### config.mk
export PLATFORM = sky130hd
export DESIGN_NAME = nmea_sentence_framer
export DESIGN_NICKNAME = d
export VERILOG_FILES = /design/src/rtl/core/nsf_pkg.sv /design/src/rtl/core/nsf_parse.sv /design/src/rtl/core/nmea_sentence_framer.sv
export SDC_FILE = /design/constraint.sdc
export NUM_CORES = 1
export LEC_CHECK = 0
export BUFFER_PORTS_ARGS = -buffer_cell sky130_fd_sc_hd__buf_2
export CAP_MARGIN = 10
export CORE_AREA = 5 5 165 167
export DETAILED_ROUTE_END_ITERATION = 7
export DIE_AREA = 0 0 170 172
export HOLD_SLACK_MARGIN = 0.1
export PLACE_DENSITY = 0.53
export SLEW_MARGIN = 20
export SYNTH_ARGS = -nofsm -noshare
export SYNTH_HDL_FRONTEND = slang
export SYNTH_HIERARCHICAL = 1
export SYNTH_SLANG_ARGS = --single-unit
### constraint.sdc
create_clock -name clock -period 2.75 [get_ports clock]
set_input_delay 0.55 -clock clock [delete_from_list [all_inputs] [get_ports clock]]
set_output_delay 0.55 -clock clock [all_outputs]
set_load 0.02 [all_outputs]
### src/rtl/core/nsf_pkg.sv
package nsf_pkg;

   localparam logic [1:0] MODE_HUNT = 2'd0;
   localparam logic [1:0] MODE_BODY = 2'd1;
   localparam logic [1:0] MODE_SUM  = 2'd2;

   localparam logic [2:0] STATUS_NONE     = 3'd0;
   localparam logic [2:0] STATUS_OK       = 3'd1;
   localparam logic [2:0] STATUS_BAD_SUM  = 3'd2;
   localparam logic [2:0] STATUS_FRAMING  = 3'd3;
   localparam logic [2:0] STATUS_OVERLONG = 3'd4;

   localparam logic [2:0] KIND_OTHER = 3'd0;
   localparam logic [2:0] KIND_GGA   = 3'd1;
   localparam logic [2:0] KIND_GLL   = 3'd2;
   localparam logic [2:0] KIND_GNS   = 3'd3;
   localparam logic [2:0] KIND_GSV   = 3'd4;

   localparam logic [7:0] CHAR_DOLLAR = 8'h24;
   localparam logic [7:0] CHAR_STAR   = 8'h2a;
   localparam logic [7:0] CHAR_COMMA  = 8'h2c;
   localparam logic [7:0] CHAR_CR     = 8'h0d;

   localparam logic [23:0] NAME_GGA = 24'h474741;
   localparam logic [23:0] NAME_GLL = 24'h474c4c;
   localparam logic [23:0] NAME_GNS = 24'h474e53;
   localparam logic [23:0] NAME_GSV = 24'h475356;

   localparam logic [4:0] COMMA_MAX = 5'd31;
   localparam logic [6:0] POS_MAX   = 7'd127;
   localparam logic [6:0] MAX_LENGTH_RESET = 7'd127;

   typedef struct packed {
      logic [1:0]  mode;
      logic [7:0]  running_xor;
      logic [7:0]  hex_value;
      logic        hex_overflow;
      logic [4:0]  comma_count;
      logic [6:0]  field_position;
      logic [6:0]  sentence_length;
      logic [15:0] talker_chars;
      logic [23:0] type_chars;
   } parse_state_type;

   typedef struct packed {
      logic [7:0]  byte_out;
      logic        payload_flag;
      logic [4:0]  field_index;
      logic [6:0]  char_index;
      logic        sentence_end;
      logic [2:0]  end_status;
      logic [2:0]  sentence_kind;
      logic [15:0] talker_code;
      logic [7:0]  computed_checksum;
      logic [7:0]  received_checksum;
   } result_type;

endpackage

### src/rtl/core/nsf_parse.sv
module nsf_parse (
   input  nsf_pkg::parse_state_type state_cur,
   input  logic [7:0]               data_byte,
   input  logic [6:0]               max_length,
   output nsf_pkg::parse_state_type state_next,
   output nsf_pkg::result_type      result
);

   logic       hex_valid;
   logic [3:0] hex_nibble;
   logic [7:0] length_inc;
   logic [2:0] kind;

   always_comb begin
      hex_valid  = 1'b1;
      hex_nibble = 4'd0;
      if (data_byte >= 8'h30 && data_byte <= 8'h39) begin
         hex_nibble = data_byte[3:0];
      end else if ((data_byte >= 8'h41 && data_byte <= 8'h46) ||
                   (data_byte >= 8'h61 && data_byte <= 8'h66)) begin
         hex_nibble = data_byte[3:0] + 4'd9;
      end else begin
         hex_valid = 1'b0;
      end
   end

   always_comb begin
      unique case (state_cur.type_chars)
         nsf_pkg::NAME_GGA: kind = nsf_pkg::KIND_GGA;
         nsf_pkg::NAME_GLL: kind = nsf_pkg::KIND_GLL;
         nsf_pkg::NAME_GNS: kind = nsf_pkg::KIND_GNS;
         nsf_pkg::NAME_GSV: kind = nsf_pkg::KIND_GSV;
         default:           kind = nsf_pkg::KIND_OTHER;
      endcase
   end

   assign length_inc = {1'b0, state_cur.sentence_length} + 8'd1;

   always_comb begin
      state_next = state_cur;
      result     = '0;
      result.byte_out = data_byte;

      unique case (state_cur.mode)
         nsf_pkg::MODE_BODY: begin
            if (length_inc > {1'b0, max_length}) begin
               result.sentence_end = 1'b1;
               result.end_status   = nsf_pkg::STATUS_OVERLONG;
               state_next.mode     = nsf_pkg::MODE_HUNT;
            end else begin
               state_next.sentence_length = length_inc[6:0];
               if (data_byte == nsf_pkg::CHAR_STAR) begin
                  state_next.mode = nsf_pkg::MODE_SUM;
               end else begin
                  result.payload_flag    = 1'b1;
                  result.field_index     = state_cur.comma_count;
                  result.char_index      = state_cur.field_position;
                  state_next.running_xor = state_cur.running_xor ^ data_byte;
                  // The talker and sentence name both live in the first field.
                  if (state_cur.comma_count == 5'd0) begin
                     if (state_cur.field_position < 7'd2) begin
                        state_next.talker_chars = {state_cur.talker_chars[7:0], data_byte};
                     end else if (state_cur.field_position < 7'd5) begin
                        state_next.type_chars = {state_cur.type_chars[15:0], data_byte};
                     end
                  end
                  if (data_byte == nsf_pkg::CHAR_COMMA) begin
                     if (state_cur.comma_count < nsf_pkg::COMMA_MAX) begin
                        state_next.comma_count = state_cur.comma_count + 5'd1;
                     end
                     state_next.field_position = 7'd0;
                  end else if (state_cur.field_position < nsf_pkg::POS_MAX) begin
                     state_next.field_position = state_cur.field_position + 7'd1;
                  end
               end
            end
         end
         nsf_pkg::MODE_SUM: begin
            if (data_byte == nsf_pkg::CHAR_CR) begin
               result.sentence_end = 1'b1;
               if (!state_cur.hex_overflow &&
                   state_cur.hex_value == state_cur.running_xor) begin
                  result.end_status    = nsf_pkg::STATUS_OK;
                  result.sentence_kind = kind;
               end else begin
                  result.end_status = nsf_pkg::STATUS_BAD_SUM;
               end
               state_next.mode = nsf_pkg::MODE_HUNT;
            end else if (hex_valid) begin
               if (state_cur.hex_value[7:4] != 4'd0) begin
                  state_next.hex_overflow = 1'b1;
               end
               state_next.hex_value = {state_cur.hex_value[3:0], hex_nibble};
            end else begin
               result.sentence_end = 1'b1;
               result.end_status   = nsf_pkg::STATUS_FRAMING;
               state_next.mode     = nsf_pkg::MODE_HUNT;
            end
         end
         default: begin
            // The spare mode code behaves as hunting.
            if (data_byte == nsf_pkg::CHAR_DOLLAR) begin
               state_next                 = '0;
               state_next.mode            = nsf_pkg::MODE_BODY;
               state_next.sentence_length = 7'd1;
            end else begin
               state_next.mode = nsf_pkg::MODE_HUNT;
            end
         end
      endcase

      if (result.sentence_end) begin
         result.talker_code       = state_cur.talker_chars;
         result.computed_checksum = state_cur.running_xor;
         result.received_checksum = state_cur.hex_value;
      end
   end

endmodule

### src/rtl/core/nmea_sentence_framer.sv
// Channel   Direction  Handshake               Payload
// req_      in         req_valid / req_stall   req_data_byte
// rsp_      out        rsp_valid / rsp_stall   rsp_byte_out ... rsp_received_checksum
// csr_      in         csr_wr_en               csr_wr_data (max_length)
//
// One word in and one word out per cycle when neither side stalls; a word passes
// from the input register through the parse to the result register.
// The input register takes a new word while a result waits in the output
// register, so one word is held during an output stall before req_stall rises.
// Reset is synchronous: parser state clears and max_length returns to 127.
module nmea_sentence_framer (
   input  logic        clock,
   input  logic        reset,
   input  logic        req_valid,
   output logic        req_stall,
   input  logic [7:0]  req_data_byte,
   output logic        rsp_valid,
   input  logic        rsp_stall,
   output logic [7:0]  rsp_byte_out,
   output logic        rsp_payload_flag,
   output logic [4:0]  rsp_field_index,
   output logic [6:0]  rsp_char_index,
   output logic        rsp_sentence_end,
   output logic [2:0]  rsp_end_status,
   output logic [2:0]  rsp_sentence_kind,
   output logic [15:0] rsp_talker_code,
   output logic [7:0]  rsp_computed_checksum,
   output logic [7:0]  rsp_received_checksum,
   input  logic        csr_wr_en,
   input  logic [6:0]  csr_wr_data
);

   logic                     in_valid_ff, in_valid_in;
   logic [7:0]               in_byte_ff;
   logic                     out_valid_ff, out_valid_in;
   nsf_pkg::result_type      result_ff, result_in;
   nsf_pkg::parse_state_type state_ff, state_in;
   logic [6:0]               max_length_ff;
   logic                     req_take;
   logic                     advance;

   assign advance   = in_valid_ff && (!out_valid_ff || !rsp_stall);
   assign req_stall = in_valid_ff && out_valid_ff && rsp_stall;
   assign req_take  = req_valid && !req_stall;

   nsf_parse u_parse (
      .state_cur  (state_ff),
      .data_byte  (in_byte_ff),
      .max_length (max_length_ff),
      .state_next (state_in),
      .result     (result_in)
   );

   always_comb begin
      if (req_take) begin
         in_valid_in = 1'b1;
      end else if (advance) begin
         in_valid_in = 1'b0;
      end else begin
         in_valid_in = in_valid_ff;
      end
      if (advance) begin
         out_valid_in = 1'b1;
      end else if (!rsp_stall) begin
         out_valid_in = 1'b0;
      end else begin
         out_valid_in = out_valid_ff;
      end
   end

   always_ff @(posedge clock) begin
      if (reset) begin
         in_valid_ff   <= 1'b0;
         out_valid_ff  <= 1'b0;
         state_ff      <= '0;
         max_length_ff <= nsf_pkg::MAX_LENGTH_RESET;
      end else begin
         in_valid_ff  <= in_valid_in;
         out_valid_ff <= out_valid_in;
         if (advance) begin
            state_ff <= state_in;
         end
         if (csr_wr_en) begin
            max_length_ff <= csr_wr_data;
         end
      end
   end

   always_ff @(posedge clock) begin
      if (req_take) begin
         in_byte_ff <= req_data_byte;
      end
      if (advance) begin
         result_ff <= result_in;
      end
   end

   assign rsp_valid             = out_valid_ff;
   assign rsp_byte_out          = result_ff.byte_out;
   assign rsp_payload_flag      = result_ff.payload_flag;
   assign rsp_field_index       = result_ff.field_index;
   assign rsp_char_index        = result_ff.char_index;
   assign rsp_sentence_end      = result_ff.sentence_end;
   assign rsp_end_status        = result_ff.end_status;
   assign rsp_sentence_kind     = result_ff.sentence_kind;
   assign rsp_talker_code       = result_ff.talker_code;
   assign rsp_computed_checksum = result_ff.computed_checksum;
   assign rsp_received_checksum = result_ff.received_checksum;

endmodule

# Word-level counts from Yosys, hierarchy flattened
# Cells that the tools add are included.
# totals
ff_bits	155
inputBits	20
output_inout_bits	62
# op_classes
n_bitwise	3
muxes	41
n_addsub	4
magnitude_cmp	11
reduce_logical	31
eq_ne	26
# op_table
cell	n
one-hot mux 59 bit (2 select lines)	1
equality test 24 x 23 -> 1 bit (second input constant)	4
2-to-1 mux 40 bit	2
2-to-1 mux 76 bit	1
2-to-1 mux 59 bit	1
2-to-1 mux 24 bit	2
equality test 8 x 6 -> 1 bit (second input constant)	3
2-to-1 mux 4 bit	5
2-to-1 mux 9 bit	2
one-hot mux 9 bit (2 select lines)	1
greater-or-equal comparator 8 x 7 -> 1 bit (second input constant)	2
less-or-equal comparator 8 x 7 -> 1 bit (second input constant)	2
2-to-1 mux 16 bit	1
2-to-1 mux 8 bit	2
!= test 2 x 1 -> 1 bit (second input constant)	8
one-hot mux 8 bit (2 select lines)	1
2-to-1 mux 7 bit	2
AND reduction 7 bit	2
2-to-1 mux 13 bit	1
2-to-1 mux 12 bit	1
one-hot mux 3 bit (4 select lines)	1
AND reduction 6 bit	2
2-to-1 mux 2 bit	5
2-to-1 mux 5 bit	2
other kinds (35)	62

# Logic depth before layout (Yosys ltp)
# depth
depth_word	8
mapped_depth	14
mapped_depth_nobuf	12

# By module
# The synthesis kept the hierarchy.
# by_module_without_submodules
module	seq_area_each_um2	cells_per_inst	instances	area_per_inst_um2
nmea_sentence_framer	3783.6	439	1	5843.1
nsf_parse	0.0	444	1	2977.9

# Worst setup path after synthesis
# OpenSTA, ideal clock, no wires.
# synth_path
kind	reg2reg
from	register state_ff[40] in the netlist's numbering
to	register state_ff[1] in the netlist's numbering
path_buffers	2
path_stages_with_launch	15
t_arrival_ps	2973
path_slack_ps	-294
period_less_slack_ps	3044
required_time_ps	2678
setup_ps	72
path_cell_list	dfxtp_1 -> ha_1 -> nand3_1 -> xnor2_1 -> ha_1 -> and3_1 -> a22o_1 -> nand2_1 -> clkbuf_1 -> nor4_1 -> clkbuf_1 -> a21o_1 -> a22o_1 -> nand2b_1 -> mux2i_1
# synth_via
elab_chain_cells	4
# synth_lines
item	line	text
from (decl)	nmea_sentence_framer.sv:37	nsf_pkg::parse_state_type state_ff, state_in;
from (signal assigned)	nmea_sentence_framer.sv:81	state_ff <= state_in;
adder 7 x 1 -> 8 bit	nsf_parse.sv:37	assign length_inc = {1'b0, state_cur.sentence_length} + 8'd1;
greater-than comparator 8 x 7 -> 1 bit	nsf_parse.sv:46	if (length_inc > {1'b0, max_length}) begin
!= test 2 bit (no line)	--	
AND reduction 8 bit (no line)	--	
# Every way passes these cells.
# A chain may end at the register's enable or synchronous reset.

# Final worst setup path
# layout_path
from	register state_ff[42] in the netlist's numbering
to	register state_ff[7] in the netlist's numbering
# The elaborated chain is that of the path after synthesis.

==> impl_results.md <==
* Worst endpoint required time at 3.05 ns
* Syn Std Cell Area at 0.00882 mm²
* PwrDens at 471 mW/mm²
* Largest net degree at the start of global routing at 60
* Final period util at 103%
* Leak at 4.23 nW
* Failing checks: setup timing
* Pint at 0.00384 W
* Core ar. at 0.0256 mm²
* Vias in the first global route at 6,485
* Most common library cells after synthesis: 159 x nand2b_1, 87 x dfxtp_1, 80 x mux2i_1, 68 x edfxtp_1, 44 x a22o_1
* Post-synthesis cell type count at 73
* Later-pin clock latency in the skew report at 0.44 ns
* M1 WL at 11,300 µm
* HP Class: input pin to flip-flop
* Die footprint at 0.0292 mm²
* Placer congestion estimate at 0.769
* PortBufs at 81
* Area leader, netlist: edfxtp_1
* DRT Pass-1 Iters at 4
* Fraction of registers with async set or reset after synthesis at 0%
* Met3 routed WL at 754 µm
* Critical Path Fanout Max at 11
* Final wirelength at 22,800 µm
* Worst hold slack at 0.291 ns
* Layout cells sized above 1 at 25.4%
* Non-Filler Instances at 1,361
* Net Sw Frac at 26.8%
* Worst Tran Pin Value at 0.671 ns
* Ant diodes at 0
* Critical path class: flip-flop to flip-flop
* Placed insts at 1,314
* YS warnings at 6
* Syn Area/Cell at 9.99 µm²
* Unrepaired setup endpoints after global routing: yes
* Max layer used: met4
* Die Y at 172 µm
* Post-DP HPWL at 14,800 µm
* Gr usage total at 14.9%
* Fin worst setup slack at -0.0856 ns
* DR vias at 6,863
* Top cell type's share of synthesized area at 23.1%
* Area growth, synth to finish at 26.2%
* CTS tree: done
* Sequential Power Share at 47.2%
* GR Overflow Total at 0
* Syn Inst Count at 883
* Synth area leaders: edfxtp_1 23%, dfxtp_1 20%, nand2b_1 11%, mux2i_1 9.1%, a22o_1 4.4%
* Switch Pwr at 0.00140 W
* Max Clock Freq at 353 MHz
* Design Power at 0.00524 W
* EDFF count, synth at 68
* Antenna-violating nets left at 0
* Initial antenna violation count at 0
* Htree depth at 4
* Total CTS buffers at 17
* WL met2 at 10,500 µm
* VDD IR max at 0.353 mV
* Rel. slew slack at 55.2%
* Register bit total from synthesis at 155
* Die W at 170 µm
* IO Pins at 82
* First-pass GRT wire length at 35,300 µm
* Clock tree buffer depth at 2
* Post-synthesis sequential area ratio at 42.9%
* # rows at 59
* Combinational cell fraction of total power at 6.9%
* CP Capture Type: flip-flop
* Most common cell in the netlist: nand2b_1
* Number of remaining DRC errors at 0
* Max_cap viols at 0
* Clock network power share at 45.9%
* Hold Vio Cnt, Final at 0
* Initial DRC count at 500
* Vias per std cell at 5.04
* Setup crit start kind: flip-flop
* Slew Viols, Final at 0
* Clock-pin slew on the worst setup and hold paths at 0.07 ns
* Status: finished with violations
* Clock sinks at 155
* Post-Syn Nets at 921
* Fin crit period at 2.84 ns
* Cts hold-fix bufs at 0
* WL/cell at 16.7 µm
* Endpoints failing setup at 28
* Nets at 1,051
* Worst Skew at 0.0145 ns
* Worst path arrival time at 3.14 ns
* Clk root buf: clkbuf_16
* Synth Flop Type: dfxtp_1
* Initial Util at 34.4%
[critical path, stage by stage (launching register included)]
cell and delay [ns]:
dfxtp_2 0.36, and3_4 0.21, and3_4 0.18, xor2_1 0.15
ha_1 0.28, and3_4 0.20, a22o_4 0.26, nand2_4 0.10
buf_8 0.15, nor4_4 0.04, buf_4 0.17, clkbuf_16 0.16
a21o_1 0.15, a22o_1 0.17, nand2b_1 0.06, mux2i_1 0.06
[per-stage QoR]
step                util [%]  worst slack (ns)  setup TNS, ns  area (µm²)
detailed placement      39.3            -0.201          -4.33       10100
finish                  43.5           -0.0856          -1.51       11100
floorplan                  -           0.00689              0        8870
CTS                     41.9           -0.0566         -0.435       10700
global placement        39.3            -0.110          -1.86       10100
global route            43.5            -0.184          -7.54       11100
[flip-flops by register name, indices dropped and copies added (netlist names)]
name / flops
rsp_char_index: 7
rsp_payload_flag: 1
in_byte_ff: 8
rsp_field_index: 5
rsp_received_checksum: 8
state_ff: 78
rsp_talker_code: 16
rsp_computed_checksum: 8
rsp_sentence_kind: 3
rsp_byte_out: 8
max_length_ff: 7
rsp_sentence_end: 1
rsp_valid: 1
rsp_end_status: 3
in_valid_ff: 1
[cells by family (layout without fill, tap and decap cells)]
kind of cell,Yosys count,in the layout,share of synthesized area [%]
fa+ha+maj,18,18,2.55
flops,155,155,42.9
compound gates,168,169,14.8
xor+xnor,16,16,1.59
buf+inv,86,227,4.79
mux,81,81,9.21
simple gates,359,360,24.2
[cells in the final DEF, fill, tap and decap left out, drive strengths merged, types with 16 or more instances in the layout]
cell | Yosys | final
buf | 25 | 172
a22o | 44 | 44
o21ai | 22 | 22
dfxtp | 87 | 87
nand2b | 159 | 159
ha | 18 | 18
edfxtp | 68 | 68
a21o | 16 | 16
mux2i | 80 | 80
and2 | 34 | 34
nand3 | 20 | 20
inv | 18 | 23
a21oi | 19 | 19
clkbuf | 42 | 21
and3 | 22 | 22
nor2 | 27 | 27
nand2 | 32 | 32
[path summary, 6_finish.rpt]
check	startpoint	endpoint	slack (ns)	depth (start not counted)
max reg2reg	state_ff[42]$_SDFFE_PP0P_	state_ff[7]$_SDFFE_PP0P_	-0.09	15
min reg2reg	state_ff[39]$_SDFFE_PP0P_	state_ff[39]$_SDFFE_PP0P_	0.49	2
min	req_data_byte[4]	in_byte_ff[4]$_DFFE_PP_	0.29	1
max	state_ff[42]$_SDFFE_PP0P_	state_ff[7]$_SDFFE_PP0P_	-0.09	15
[metal layers]
metal  track usage, %  vias up
met2             23.4      112
li1                 -     3457
met4             4.34        0
met5                0        -
met3             2.17       17
met1             21.5     3277
[power groups by stage]
stage                     Clock [W]  Sequential [W]  Combinational, W
after CTS                   0.00247         0.00247          0.000361
after floorplan                   0         0.00259          0.000190
after detailed placement          0         0.00253          0.000360
after global placement            0         0.00253          0.000360
after global routing        0.00257         0.00248          0.000388
final                       0.00241         0.00247          0.000362
[area by class of cell]
| type | instances | area (µm²) |
|---|---|---|
| Inverter | 19 | 71.3 |
| Clock inverter | 15 | 196 |
| Tap cell | 335 | 419 |
| Sequential cell | 155 | 3790 |
| Clock buffer | 17 | 425 |
| Timing Repair Buffer | 176 | 1320 |
| Fill cell | 2462 | 14500 |
| Multi-Input combinational cell | 644 | 4910 |
[repair_timing]
| item | in CTS | in global routing |
|---|---|---|
| pin swaps | 4 | 21 |
| setup endpoints to repair | 45 | 114 |
| gates resized for setup | 11 | 43 |
| gates cloned | 0 | 7 |
| buffers inserted | 1 | 7 |
Power figures use the tool's default switching activity.
